File: src/rtl/core/dtlv_pkg.sv
// ----------------------------------------------------------------------------
// dtlv_pkg
// Shared types and constants for the DHCP options TLV parser core.
// ----------------------------------------------------------------------------
package dtlv_pkg;

  // option codes
  localparam logic [7:0] OPT_PAD      = 8'd0;
  localparam logic [7:0] OPT_SUBNET   = 8'd1;
  localparam logic [7:0] OPT_ROUTER   = 8'd3;
  localparam logic [7:0] OPT_DNS      = 8'd6;
  localparam logic [7:0] OPT_MSG_TYPE = 8'd53;
  localparam logic [7:0] OPT_END      = 8'd255;

  // bytes kept from an address option
  localparam logic [2:0] ADDR_BYTES   = 3'd4;

  // walker phases
  localparam logic [1:0] PH_CODE  = 2'd0;
  localparam logic [1:0] PH_LEN   = 2'd1;
  localparam logic [1:0] PH_VALUE = 2'd2;
  localparam logic [1:0] PH_DONE  = 2'd3;

  // parse status codes
  localparam logic STATUS_OK        = 1'b0;
  localparam logic STATUS_TRUNCATED = 1'b1;

  // one input beat
  typedef struct packed {
    logic [7:0] data_byte;
    logic       last_byte;
  } in_beat_t;

  // one result beat
  typedef struct packed {
    logic [7:0]  msg_type;
    logic [31:0] subnet_mask;
    logic [31:0] gateway_addr;
    logic [31:0] dns_addr;
    logic        has_subnet;
    logic        has_gateway;
    logic        has_dns;
    logic        parse_status;
  } result_t;

endpackage

File: src/rtl/core/dtlv_walker.sv
// ----------------------------------------------------------------------------
// dtlv_walker
// TLV walk state: takes one byte per fire and presents the summary of the
// area, including the current byte, for use on the last byte.
// ----------------------------------------------------------------------------
module dtlv_walker (
  input  logic              clk,
  input  logic              rst,
  input  logic              fire,
  input  dtlv_pkg::in_beat_t beat,
  output dtlv_pkg::result_t res
);
  import dtlv_pkg::*;

  logic [1:0]  phase, phase_next;
  logic [7:0]  cur_code, cur_code_next;
  logic [7:0]  bytes_left, bytes_left_next;
  logic [7:0]  opt_length, opt_length_next;
  logic [31:0] value_shift, value_shift_next;
  logic [2:0]  value_count, value_count_next;
  logic [7:0]  held_msg_type, held_msg_type_next;
  logic [31:0] held_subnet, held_subnet_next;
  logic [31:0] held_gateway, held_gateway_next;
  logic [31:0] held_dns, held_dns_next;
  logic [2:0]  held_flags, held_flags_next;
  logic [7:0]  b;

  assign b = beat.data_byte;

  // next state for one byte
  always_comb begin
    phase_next         = phase;
    cur_code_next      = cur_code;
    bytes_left_next    = bytes_left;
    opt_length_next    = opt_length;
    value_shift_next   = value_shift;
    value_count_next   = value_count;
    held_msg_type_next = held_msg_type;
    held_subnet_next   = held_subnet;
    held_gateway_next  = held_gateway;
    held_dns_next      = held_dns;
    held_flags_next    = held_flags;
    if (fire) begin
      case (phase)
        PH_CODE: begin
          if (b == OPT_END) begin
            phase_next = PH_DONE;
          end else if (b != OPT_PAD) begin
            cur_code_next = b;
            phase_next    = PH_LEN;
          end
        end
        PH_LEN: begin
          // a zero-length option ends here and commits nothing
          opt_length_next  = b;
          bytes_left_next  = b;
          value_shift_next = '0;
          value_count_next = '0;
          phase_next       = (b == 8'd0) ? PH_CODE : PH_VALUE;
        end
        PH_VALUE: begin
          // little-endian capture of the first four value bytes
          if (value_count < ADDR_BYTES) begin
            case (value_count[1:0])
              2'd0:    value_shift_next[7:0]   = b;
              2'd1:    value_shift_next[15:8]  = b;
              2'd2:    value_shift_next[23:16] = b;
              default: value_shift_next[31:24] = b;
            endcase
            value_count_next = value_count + 3'd1;
          end
          bytes_left_next = bytes_left - 8'd1;
          // commit once the whole value is in
          if (bytes_left_next == 8'd0) begin
            phase_next = PH_CODE;
            if (cur_code == OPT_MSG_TYPE) begin
              held_msg_type_next = value_shift_next[7:0];
            end else if (opt_length >= {5'd0, ADDR_BYTES}) begin
              if (cur_code == OPT_SUBNET) begin
                held_subnet_next   = value_shift_next;
                held_flags_next[0] = 1'b1;
              end else if (cur_code == OPT_ROUTER) begin
                held_gateway_next  = value_shift_next;
                held_flags_next[1] = 1'b1;
              end else if (cur_code == OPT_DNS) begin
                held_dns_next      = value_shift_next;
                held_flags_next[2] = 1'b1;
              end
            end
          end
        end
        default: begin
        end
      endcase
    end
  end

  // summary as it stands after this byte
  always_comb begin
    res.msg_type     = held_msg_type_next;
    res.subnet_mask  = held_subnet_next;
    res.gateway_addr = held_gateway_next;
    res.dns_addr     = held_dns_next;
    res.has_subnet   = held_flags_next[0];
    res.has_gateway  = held_flags_next[1];
    res.has_dns      = held_flags_next[2];
    res.parse_status = (phase_next == PH_LEN || phase_next == PH_VALUE) ?
                       STATUS_TRUNCATED : STATUS_OK;
  end

  // state registers, cleared after the last byte of each area
  always_ff @(posedge clk) begin
    if (rst || (fire && beat.last_byte)) begin
      phase         <= PH_CODE;
      cur_code      <= '0;
      bytes_left    <= '0;
      opt_length    <= '0;
      value_shift   <= '0;
      value_count   <= '0;
      held_msg_type <= '0;
      held_subnet   <= '0;
      held_gateway  <= '0;
      held_dns      <= '0;
      held_flags    <= '0;
    end else if (fire) begin
      phase         <= phase_next;
      cur_code      <= cur_code_next;
      bytes_left    <= bytes_left_next;
      opt_length    <= opt_length_next;
      value_shift   <= value_shift_next;
      value_count   <= value_count_next;
      held_msg_type <= held_msg_type_next;
      held_subnet   <= held_subnet_next;
      held_gateway  <= held_gateway_next;
      held_dns      <= held_dns_next;
      held_flags    <= held_flags_next;
    end
  end

  // capture count never runs past four bytes
  a_count_bound: assert property (@(posedge clk) disable iff (rst)
    value_count <= ADDR_BYTES)
    else $error("value capture count overflow");

  // after the last byte the walk starts over
  a_restart: assert property (@(posedge clk) disable iff (rst)
    (fire && beat.last_byte) |=> (phase == PH_CODE && held_flags == 3'd0))
    else $error("walker did not restart after last byte");

  // the value phase always has bytes left to take
  a_value_left: assert property (@(posedge clk) disable iff (rst)
    (phase == PH_VALUE) |-> (bytes_left != 8'd0))
    else $error("value phase with no bytes left");

endmodule

File: src/rtl/core/dhcp_option_tlv_parser_core.sv
// ----------------------------------------------------------------------------
// dhcp_option_tlv_parser_core
// DHCP options TLV parser: one options byte per beat in, one summary out.
// ----------------------------------------------------------------------------
// Usage:
//   in_valid/in_stall/in_data carry the options area one byte per beat, with
//   last_byte set on the final byte. A beat moves on an edge where valid is
//   high and stall is low.
//   out_valid/out_stall/out_data carry one summary beat per area, produced
//   from the byte that carries last_byte.
// Path: a byte is held in the input register and walked from there; the
//   summary of an area is registered in the output register when its last
//   byte is walked, and moves out when out_stall is low.
// Throughput: one byte per cycle while in_stall is low, set by the walker update.
// Stall: a finished summary waits in the output register while bytes keep
//   flowing in. Only a further last byte waits in the input register, and
//   in_stall rises, while the previous summary is still stalled.
// Reset: rst is synchronous, active high; it empties both registers and
//   returns the walker to the start of an area.
// ----------------------------------------------------------------------------
module dhcp_option_tlv_parser_core (
  input  logic               clk,
  input  logic               rst,
  input  logic               in_valid,
  output logic               in_stall,
  input  dtlv_pkg::in_beat_t in_data,
  output logic               out_valid,
  input  logic               out_stall,
  output dtlv_pkg::result_t  out_data
);
  import dtlv_pkg::*;

  logic     in_reg_valid;
  in_beat_t in_reg;
  logic     advance;
  logic     in_fire;
  logic     out_free;
  result_t  walk_res;

  // output register can take a new summary this cycle
  assign out_free = !out_valid || !out_stall;
  // held byte proceeds unless it would produce a summary with nowhere to go
  assign advance  = in_reg_valid && (!in_reg.last_byte || out_free);
  assign in_stall = in_reg_valid && !advance;
  assign in_fire  = in_valid && !in_stall;

  // input register
  always_ff @(posedge clk) begin
    if (rst) begin
      in_reg_valid <= 1'b0;
    end else if (in_fire) begin
      in_reg_valid <= 1'b1;
    end else if (advance) begin
      in_reg_valid <= 1'b0;
    end
  end

  always_ff @(posedge clk) begin
    if (in_fire) begin
      in_reg <= in_data;
    end
  end

  dtlv_walker u_walker (
    .clk  (clk),
    .rst  (rst),
    .fire (advance),
    .beat (in_reg),
    .res  (walk_res)
  );

  // output register
  always_ff @(posedge clk) begin
    if (rst) begin
      out_valid <= 1'b0;
    end else if (advance && in_reg.last_byte) begin
      out_valid <= 1'b1;
    end else if (!out_stall) begin
      out_valid <= 1'b0;
    end
  end

  always_ff @(posedge clk) begin
    if (advance && in_reg.last_byte) begin
      out_data <= walk_res;
    end
  end

  // a last byte never overwrites a summary that is still stalled
  a_no_overwrite: assert property (@(posedge clk) disable iff (rst)
    (out_valid && out_stall && in_reg_valid && in_reg.last_byte) |-> in_stall)
    else $error("summary overwritten while stalled");

  // walking a last byte always yields a summary beat
  a_summary_out: assert property (@(posedge clk) disable iff (rst)
    (advance && in_reg.last_byte) |=> out_valid)
    else $error("missing summary after last byte");

  // input only stalls on a held last byte
  a_stall_cause: assert property (@(posedge clk) disable iff (rst)
    in_stall |-> (in_reg_valid && in_reg.last_byte && out_valid && out_stall))
    else $error("input stalled without cause");

endmodule

File: config.mk
export PLATFORM = sky130hd
export DESIGN_NAME = dhcp_option_tlv_parser_core
export DESIGN_NICKNAME = d
export VERILOG_FILES = /design/src/rtl/core/dtlv_pkg.sv /design/src/rtl/core/dtlv_walker.sv /design/src/rtl/core/dhcp_option_tlv_parser_core.sv
export SDC_FILE = /design/constraint.sdc
export NUM_CORES = 1
export LEC_CHECK = 0
export ABC_AREA = 1
export BUFFER_PORTS_ARGS = -buffer_cell sky130_fd_sc_hd__buf_4
export CAP_MARGIN = 20
export CORE_MARGIN = 3
export CORE_UTILIZATION = 35
export CTS_CLUSTER_DIAMETER = 200
export DETAILED_ROUTE_END_ITERATION = 8
export HOLD_SLACK_MARGIN = 0.06
export PLACE_DENSITY_LB_ADDON = 0.12
export SYNTH_ARGS = -nofsm -noshare
export SYNTH_HDL_FRONTEND = slang
export SYNTH_SLANG_ARGS = --single-unit
export TNS_END_PERCENT = 5
File: constraint.sdc
create_clock -name clk -period 5.7 [get_ports clk]
set_clock_uncertainty 0.2 [all_clocks]
set_input_delay 0.855 -clock clk [delete_from_list [all_inputs] [get_ports clk]]
set_output_delay 0.855 -clock clk [all_outputs]
set_load 0.05 [all_outputs]
== Word-level counts from Yosys, hierarchy flattened ==
Cells that the tools add are included.

* Flip-flop bits (word level): 287
* Bits of input ports: 13
* Output and inout bits: 110

* $add $sub $neg: 2
* Order comparisons: 2
* Equal/unequal tests: 13
* Muxes and demuxes: 55
* Bitwise gates (word level): 1
* Reductions and logical operators: 25

{| class="wikitable"
|+ Operator list
! cell !! number
|-
| 32-bit two-way mux || 22
|-
| 8-bit two-way mux || 8
|-
| 32-bit one-hot mux with 2 select lines || 1
|-
| 3-bit two-way mux || 6
|-
| 8-bit zero test || 2
|-
| 8-bit one-hot mux with 2 select lines || 1
|-
| 2-bit two-way mux || 6
|-
| 1-bit two-way mux || 9
|-
| 8-bit by 1-bit equality test with 1-bit output (second input constant) || 1
|-
| 8-bit by 2-bit equality test with 1-bit output (second input constant) || 1
|-
| 8-bit by 3-bit equality test with 1-bit output (second input constant) || 1
|-
| 8-bit by 6-bit equality test with 1-bit output (second input constant) || 1
|-
| 8-bit equality test (second input constant) || 1
|-
| 8-bit by 3-bit >= comparator with 1-bit output (second input constant) || 1
|-
| 8-bit nonzero test || 1
|-
| 8-bit by 1-bit subtractor with 8-bit output (second input constant) || 1
|-
| 2-bit by 1-bit equality test with 1-bit output (second input constant) || 3
|-
| 2-bit equality test (second input constant) || 3
|-
| 2-bit one-hot mux with 3 select lines || 1
|-
| 3-bit one-hot mux with 2 select lines || 1
|-
| 1-bit zero test || 5
|-
| 1-bit logical AND || 4
|-
| 2-bit zero test || 2
|-
| 1-bit logical OR || 4
|-
| other kinds (9) || 12
|}

== Longest topological paths before layout ==
Gate-level depths: netlist of run 1.

* Depth after elaboration: 12
* Gate-level depth with buffers: 16

== Hierarchy ==
From an unflattened synthesis of run 1, not the netlist that was laid out.

* Cells, all modules: 1415
* Area, all modules: 11731.3 µm²

{| class="wikitable"
|+ Modules (own cells, without submodules)
! module !! instances !! cells an instance !! area an instance (µm²)
|-
| dtlv_walker || 1 || 1279 || 8107.8
|-
| dhcp_option_tlv_parser_core || 1 || 136 || 3623.5
|}

== Least setup slack after synthesis of run 1 ==
OpenSTA, ideal clock, no wires.

* Kind: input to register
* Start: input out_stall
* End: register out_data[0] (netlist bit) (enable)
* Data arrival time: 3306 ps
* Data required time: 5038 ps
* Setup slack: 1732 ps
* Stages: 5
* Cells stage by stage: nand3_1 > nand2_1 > inv_2 > nand2_1 > inv_1

* Word-level cells in the longest chain between the ends: 5

{| class="wikitable"
|+ RTL lines
! what !! RTL line !! source
|-
| start: declaration || dhcp_option_tlv_parser_core.sv:28 || <nowiki>input logic out_stall,</nowiki>
|-
| 1-bit zero test || - ||
|-
| 1-bit logical OR || dhcp_option_tlv_parser_core.sv:41 || <nowiki>assign out_free = !out_valid || !out_stall;</nowiki>
|-
| 1-bit logical OR || dhcp_option_tlv_parser_core.sv:43 || <nowiki>assign advance = in_reg_valid && (!in_reg.last_byte || out_free);</nowiki>
|-
| 1-bit logical AND || dhcp_option_tlv_parser_core.sv:43 ||
|-
| 1-bit logical AND || dhcp_option_tlv_parser_core.sv:84 || <nowiki>if (advance && in_reg.last_byte) begin</nowiki>
|-
| end signal: assignment || dhcp_option_tlv_parser_core.sv:85 || <nowiki>out_data <= walk_res;</nowiki>
|-
| end: declaration || dhcp_option_tlv_parser_core.sv:29 || <nowiki>output dtlv_pkg::result_t out_data</nowiki>
|}

No other way between the ends.
A chain may end at the register's enable or synchronous reset.

== Worst setup path after layout of run 1 ==
* Start: register u_walker.phase[1]
* End: register out_data[16] (netlist bit), data pin

* Word-level cells in the longest chain between the ends: 3

{| class="wikitable"
|+ RTL lines
! what !! RTL line !! source
|-
| start: declaration || dtlv_walker.sv:15 || <nowiki>logic [1:0] phase, phase_next;</nowiki>
|-
| start signal: assignment || dtlv_walker.sv:126 || <nowiki>phase <= phase_next;</nowiki>
|-
| 2-bit equality test || dtlv_walker.sv:44 || <nowiki>case (phase)</nowiki>
|-
| 32-bit two-way mux || dtlv_walker.sv:44 ||
|-
| 32-bit two-way mux || dtlv_walker.sv:43 || <nowiki>if (fire) begin</nowiki>
|-
| via u_walker.held_dns_next[12] || dtlv_walker.sv:24 || <nowiki>logic [31:0] held_dns, held_dns_next;</nowiki>
|}

The timed path passes the listed nets, and every way through them passes these cells.

==> results of run 1 <==
-- kinds of logic after synthesis --
kind of cell | after synthesis | synth area share, %
and+or+nand+nor | 406 | 14.5
buffers and inverters | 324 | 11.5
DFF | 285 | 60.6
AOI/OAI and AO/OA | 200 | 10.8
muxes | 15 | 1.32
adders and majority gates | 11 | 1.21
xor gates and xnor gates | 1 | 0.0772
-- layer usage --
layer / track usage [%] / part of all wire (%) / up-vias
met1: 20.6 / 48 / 3672
met3: 2.21 / 3.6 / 43
met2: 24.3 / 46 / 132
met4: 3.75 / 2.5 / 0
li1: - / - / 4111
met5: 0 / 0 / -
-- layout make-up --
| cell class | instances | area (um2) |
|---|---|---|
| clock buffer | 36 | 805 |
| clock inverter | 21 | 165 |
| fill | 3122 | 18200 |
| inverter | 267 | 1010 |
| multi-input combinational | 633 | 3180 |
| sequential | 285 | 6880 |
| tap | 402 | 503 |
| timing repair buffer | 129 | 988 |
-- per-stage QoR --
step	power (mW)	instances	hold WS [ns]	utilization [%]
2_1_floorplan	2.35	1242	0.236	-
3_3_place_gp	2.42	1715	0.243	39.5
3_5_place_dp	2.42	1715	0.251	39.5
4_1_cts	4.36	1772	0.230	42.5
5_1_grt	4.46	1773	0.237	42.6
6_report	4.30	1773	0.257	42.6
-- power groups by stage --
stage | clock network, mW | logic (mW) | registers (mW)
3_5_place_dp | 0 | 0.211 | 2.21
2_1_floorplan | 0 | 0.0872 | 2.26
5_1_grt | 2.06 | 0.226 | 2.17
4_1_cts | 1.98 | 0.212 | 2.17
6_report | 1.92 | 0.208 | 2.17
3_3_place_gp | 0 | 0.211 | 2.21
-- synthesized netlist by cell type, types with 2 or more instances --
cell type / instances / area, um2
a211oi_1: 13 / 97.6
a21oi_1: 44 / 220
a221oi_1: 5 / 43.8
a22oi_1: 31 / 233
buf_1: 3 / 11.3
buf_2: 17 / 85.1
buf_6: 8 / 90.1
clkbuf_1: 25 / 93.8
clkbuf_2: 3 / 15.0
dfxtp_1: 168 / 3360
edfxtp_1: 117 / 3510
ha_1: 11 / 138
inv_1: 264 / 991
inv_2: 2 / 7.51
mux2i_1: 15 / 150
nand2_1: 179 / 672
nand2_2: 18 / 113
nand3_1: 19 / 95.1
nand4_1: 4 / 25.0
nor2_1: 169 / 634
nor2_2: 7 / 43.8
nor3_1: 7 / 35.0
o21ai_0: 47 / 235
o21ai_1: 35 / 175
o21ai_2: 24 / 210
-- worst max-delay path: cells and delay by family, from the launching register on --
kind	cells	cell delay [ns]
buffers and inverters	3	0.76
AOI/OAI and AO/OA	1	0.35
adders and majority gates	1	0.56
and+or+nand+nor	4	0.56
DFF	1	0.40
-- worst max path at each step --
stage	start	to	slack, ns	depth (start not counted)
CTS	u_walker.phase[1]$_SDFFE_PP0P_	out_data[98]$_DFFE_PP_	2.55	6
detailed placement	out_stall	out_data[98]$_DFFE_PP_	2.28	9
global route	u_walker.phase[0]$_SDFFE_PP0P_	out_data[17]$_DFFE_PP_	2.36	10
finish	u_walker.phase[1]$_SDFFE_PP0P_	out_data[16]$_DFFE_PP_	2.58	9
floorplan	out_stall	out_data[0]$_DFFE_PP_	1.73	5
global placement	out_stall	out_data[95]$_DFFE_PP_	2.34	9
==> impl_metrics.yaml, run 1 <==
status:
  run_status: "completed"
worst_setup_path:
  crit_path_top_delay_cell: "ha_1"
  cp_common_cell: "inv_1"
  r2r_end: "out_data[16]$_DFFE_PP_"
  crit_path_end_kind: "register"
  cp.required_ns: 5.79
  max_stage_delay_ns: 0.56
  r2r_start: "u_walker.phase[1]$_SDFFE_PP0P_"
  rr_worst_depth: 9
  arrival_ns: 3.21
  crit_type: "register to register"
  cp-start-kind: "register"
  crit_chain: "ha_1 > inv_1 > nor3_1 > nand4_1 > nor2_1 > nand2_2 > buf_4 > o21ai_0 > inv_1"
  path_max_fanout: 62
  rrSetupSlack_ns: 2.58
timing:
  period_share_pct: 54.8
  worstMarginPinSlew_ns: 1.04
  slew_violations: 0
  rsz0062_at_grt: "false"
  setup_viol: 0
  slew_headroom_pct: 30.4
  finalHoldViolCount: 0
  fin_tns_setup_ns: 0
  finalCriticalPeriod_ns: 3.12
  fin_ws_ns: 2.58
  fmax_mhz: 320
cts:
  insertion_delay_ns: 0.56
  cts.clk_slew.worst_paths_ns: 0.06
  cts_buffers: 31
  ctsResizeCount: 0
  hold_buffers: 0
  clock_path_buffers: 3
  cts_root_buf: "clkbuf_16"
  cts_tree: "yes"
  post-cts-setup-buffers: 0
  cts.htree.levels: 1
  cts.sinks: 285
floorplan:
  rows: 65
  die_h_um: 186
  fp.dieW_um: 186
  start_util_pct: 35.8
  die-area_um2: 34600
  core_area_um2: 31700
  io_pins: 123
power:
  ir_drop_mv: 0.208
  switching_share_pct: 23.4
  p_sw_mw: 1.00
  p_leak_nw: 6.67
  seq_power_share_pct: 50.4
  power_frac_clock_pct: 44.7
  power.internal_mw: 3.29
  powerDensity_nw_per_um2: 318
  pwr-share-comb_pct: 4.8
drt:
  drtIter0Drc: 513
  vias_per_cell: 4.49
  vias: 7958
  routed_wl_um: 25600
  wl_per_cell_um: 14.4
  ant_nets: 0
  drc: 0
  first_pass_iters: 5
finish:
  fin_area_um2: 13500
  area_delta_synth_final_pct: 19.2
  final_cell_mix: "263 x inv_1, 177 x nand2_1, 168 x nor2_1, 168 x dfxtp_1, 128 x buf_4"
  antennaDiodeCount: 0
  fin_nets: 1371
  drive_gt1_share_pct: 17.4
  mostFrequentLayoutCell: "inv_1"
  largest_reg_flops: 108
  largest_register: "out_data"
hold_path:
  hold_path_class: "register to register"
  holdPathStages: 2
  min_to: "u_walker.held_flags[0]$_SDFFE_PP0P_"
  hold_path_startpoint: "u_walker.held_flags[0]$_SDFFE_PP0P_"
grt:
  grt_pass1_wl_um: 40700
  grt_pass1_vias: 7504
  gr-total-overflow: 0
  grt_usage_pct: 14.8
  grt_max_degree: 70
  antenna_found_initial: 0
logic_synthesis:
  synth_nets: 1266
  synth_ff_type: "dfxtp_1"
  synth_area_um2: 11300
  yosys_warnings: 0
  ys_async_sr_fraction_pct: 0
  synth-seq-cells: 285
  yosysSeqAreaShare_pct: 60.6
  avgSynthCellArea_um2: 9.14
  synth.distinct_cells: 32
  synth_cells: 1242
  synth_edf_count: 117
placed_design:
  dp_hpwl_um: 15900
  dp_slack_ns: 2.28
  port_buffers: 122
  placed_area_um2: 12500
  gp_congestion: 0.785
flow_run:
  drv_cap: 0
Power figures use the tool's default switching activity.
==> run 2: changes to the inputs <==
==> constraint.sdc (replaced) <==
create_clock -name clk -period 2.6 [get_ports clk]
set_clock_uncertainty 0.2 [all_clocks]
set_input_delay 0.39 -clock clk [delete_from_list [all_inputs] [get_ports clk]]
set_output_delay 0.39 -clock clk [all_outputs]
set_load 0.05 [all_outputs]
==> run 2 against run 1 <==
Clock-buffer cell count increased by 7; maximum frequency increased by 31%; clock power grew 120%; sequential cell count did not move; worst setup slack worse by 2.4 ns; cell area is 2.8% higher; hold slack got worse by 0.078 ns; total power rose by 120%; critical path type unchanged; largest cell class unchanged; largest power group unchanged.
==> impl_metrics.yaml, run 2 (synthesis results as in run 1) <==
grt:
  antenna_found_initial: 0
  grt_pass1_vias: 7753
  grt_pass1_wl_um: 41100
  grt_usage_pct: 14.8
  grt_max_degree: 74
  gr-total-overflow: 0
floorplan:
  start_util_pct: 35.8
  fp.dieW_um: 186
  die-area_um2: 34600
  core_area_um2: 31700
  io_pins: 123
  die_h_um: 186
  rows: 65
finish:
  stdcell_count: 1801
  area_delta_synth_final_pct: 22.5
  antennaDiodeCount: 0
  mostFrequentLayoutCell: "inv_1"
  largest_reg_flops: 108
  seq_area_um2: 6880
  fillers: 3126
  drive_gt1_share_pct: 17.9
  largest_register: "out_data"
  fin_nets: 1399
  multi_input_area_um2: 3200
  final_cell_mix: "263 x inv_1, 173 x nand2_1, 168 x nor2_1"
  fin_util_pct: 43.8
worst_setup_path:
  crit_type: "register to register"
  crit_path_end_kind: "register"
  cp.required_ns: 2.70
  arrival_ns: 2.48
  path_max_fanout: 62
  rr_worst_depth: 13
  cp-start-kind: "register"
drt:
  vias_per_cell: 4.47
  drc: 0
  wl_per_cell_um: 14.0
  first_pass_iters: 5
  routed_wl_um: 25300
  drtIter0Drc: 431
  vias: 8052
  ant_nets: 0
timing:
  fin_tns_setup_ns: 0
  fin_ws_ns: 0.226
  slew_violations: 0
  slew_headroom_pct: 54.2
  rsz0062_at_grt: "false"
  setup_viol: 0
  period_share_pct: 91.3
  fmax_mhz: 421
  worstMarginPinSlew_ns: 0.685
  finalHoldViolCount: 0
  finalCriticalPeriod_ns: 2.37
cts:
  cts.sinks: 285
  cts_root_buf: "clkbuf_16"
  cts.htree.levels: 1
  insertion_delay_ns: 0.55
  clock_path_buffers: 3
  post-cts-setup-buffers: 0
  cts.clk_slew.worst_paths_ns: 0.06
  cts_buffers: 31
  cts_tree: "yes"
power:
  powerDensity_nw_per_um2: 687
  ir_drop_mv: 0.481
  power.internal_mw: 7.43
  pwr-share-comb_pct: 5.3
  p_sw_mw: 2.12
  seq_power_share_pct: 49.6
  p_leak_nw: 6.83
  power_frac_clock_pct: 45.0
  power.total_mw: 9.55
  switching_share_pct: 22.2
status:
  run_status: "completed"
placed_design:
  dp_cells: 1732
  port_buffers: 122
  gp_congestion: 0.802
  dp_slack_ns: 0.200
  dp_hpwl_um: 16600
hold_path:
  holdPathStages: 3
  hold_path_class: "input port to register"
flow_run:
  drv_cap: 0
## run 2: layout make-up
| class | count | share of cell area, % |
|---|---|---|
| inverter | 267 | 7.27 |
| tap | 402 | 3.62 |
| clock inverter | 14 | 1.02 |
| clock buffer | 43 | 6.19 |
| sequential | 285 | 49.5 |
| multi-input combinational | 633 | 23.0 |
| timing repair buffer | 157 | 9.41 |
## run 2: power groups by stage
stage / clock [mW] / combinational, mW / sequential, mW
6_report: 4.30 / 0.510 / 4.74
5_1_grt: 4.64 / 0.554 / 4.74
4_1_cts: 4.45 / 0.517 / 4.74
3_5_place_dp: 0 / 0.503 / 4.84
3_3_place_gp: 0 / 0.504 / 4.84
2_1_floorplan: 0 / 0.193 / 4.96
## run 2: path summary, 6_finish.rpt
path / startpoint / endpoint / slack (ns)
max: u_walker.bytes_left[0]$_SDFFE_PP0P_ / out_data[5]$_DFFE_PP_ / 0.23
min: in_valid / in_reg[0]$_DFFE_PP_ / 0.18
max reg2reg: u_walker.bytes_left[0]$_SDFFE_PP0P_ / out_data[5]$_DFFE_PP_ / 0.23
min reg2reg: u_walker.held_flags[0]$_SDFFE_PP0P_ / u_walker.held_flags[0]$_SDFFE_PP0P_ / 0.26
## run 2: worst max-delay path, stage by stage (launching register included)
cell and delay (ns):
dfxtp_1 0.36, inv_2 0.07, ha_1 0.22, nand2_2 0.10, nand2_2 0.06, nor2_2 0.08, nand3_1 0.09, nor2_1 0.11
nand2_2 0.09, inv_4 0.10, nand2_2 0.07, buf_12 0.17, o21ai_0 0.29, inv_1 0.06
## run 2: layer usage
| layer | up-vias | GRT usage (%) | wire length [um] |
|---|---|---|---|
| met3 | 37 | 2.27 | 1020 |
| met2 | 137 | 24.9 | 11900 |
| li1 | 4169 | - | - |
| met5 | - | 0 | 0 |
| met1 | 3709 | 20.2 | 11900 |
| met4 | 0 | 3.57 | 519 |
## run 2: metrics by stage
| stage | hold slack, ns | instance area, um2 |
|---|---|---|
| 2_1_floorplan | 0.236 | 11400 |
| 3_3_place_gp | 0.245 | 12800 |
| 3_5_place_dp | 0.252 | 12800 |
| 4_1_cts | 0.150 | 13900 |
| 5_1_grt | 0.171 | 13900 |
| 6_report | 0.179 | 13900 |
## run 2: repair_timing
item,in CTS,in global routing
resized for setup,0,8
hold endpoints to repair,11,0
endpoints found under the setup margin,0,11
hold buffers,12,0
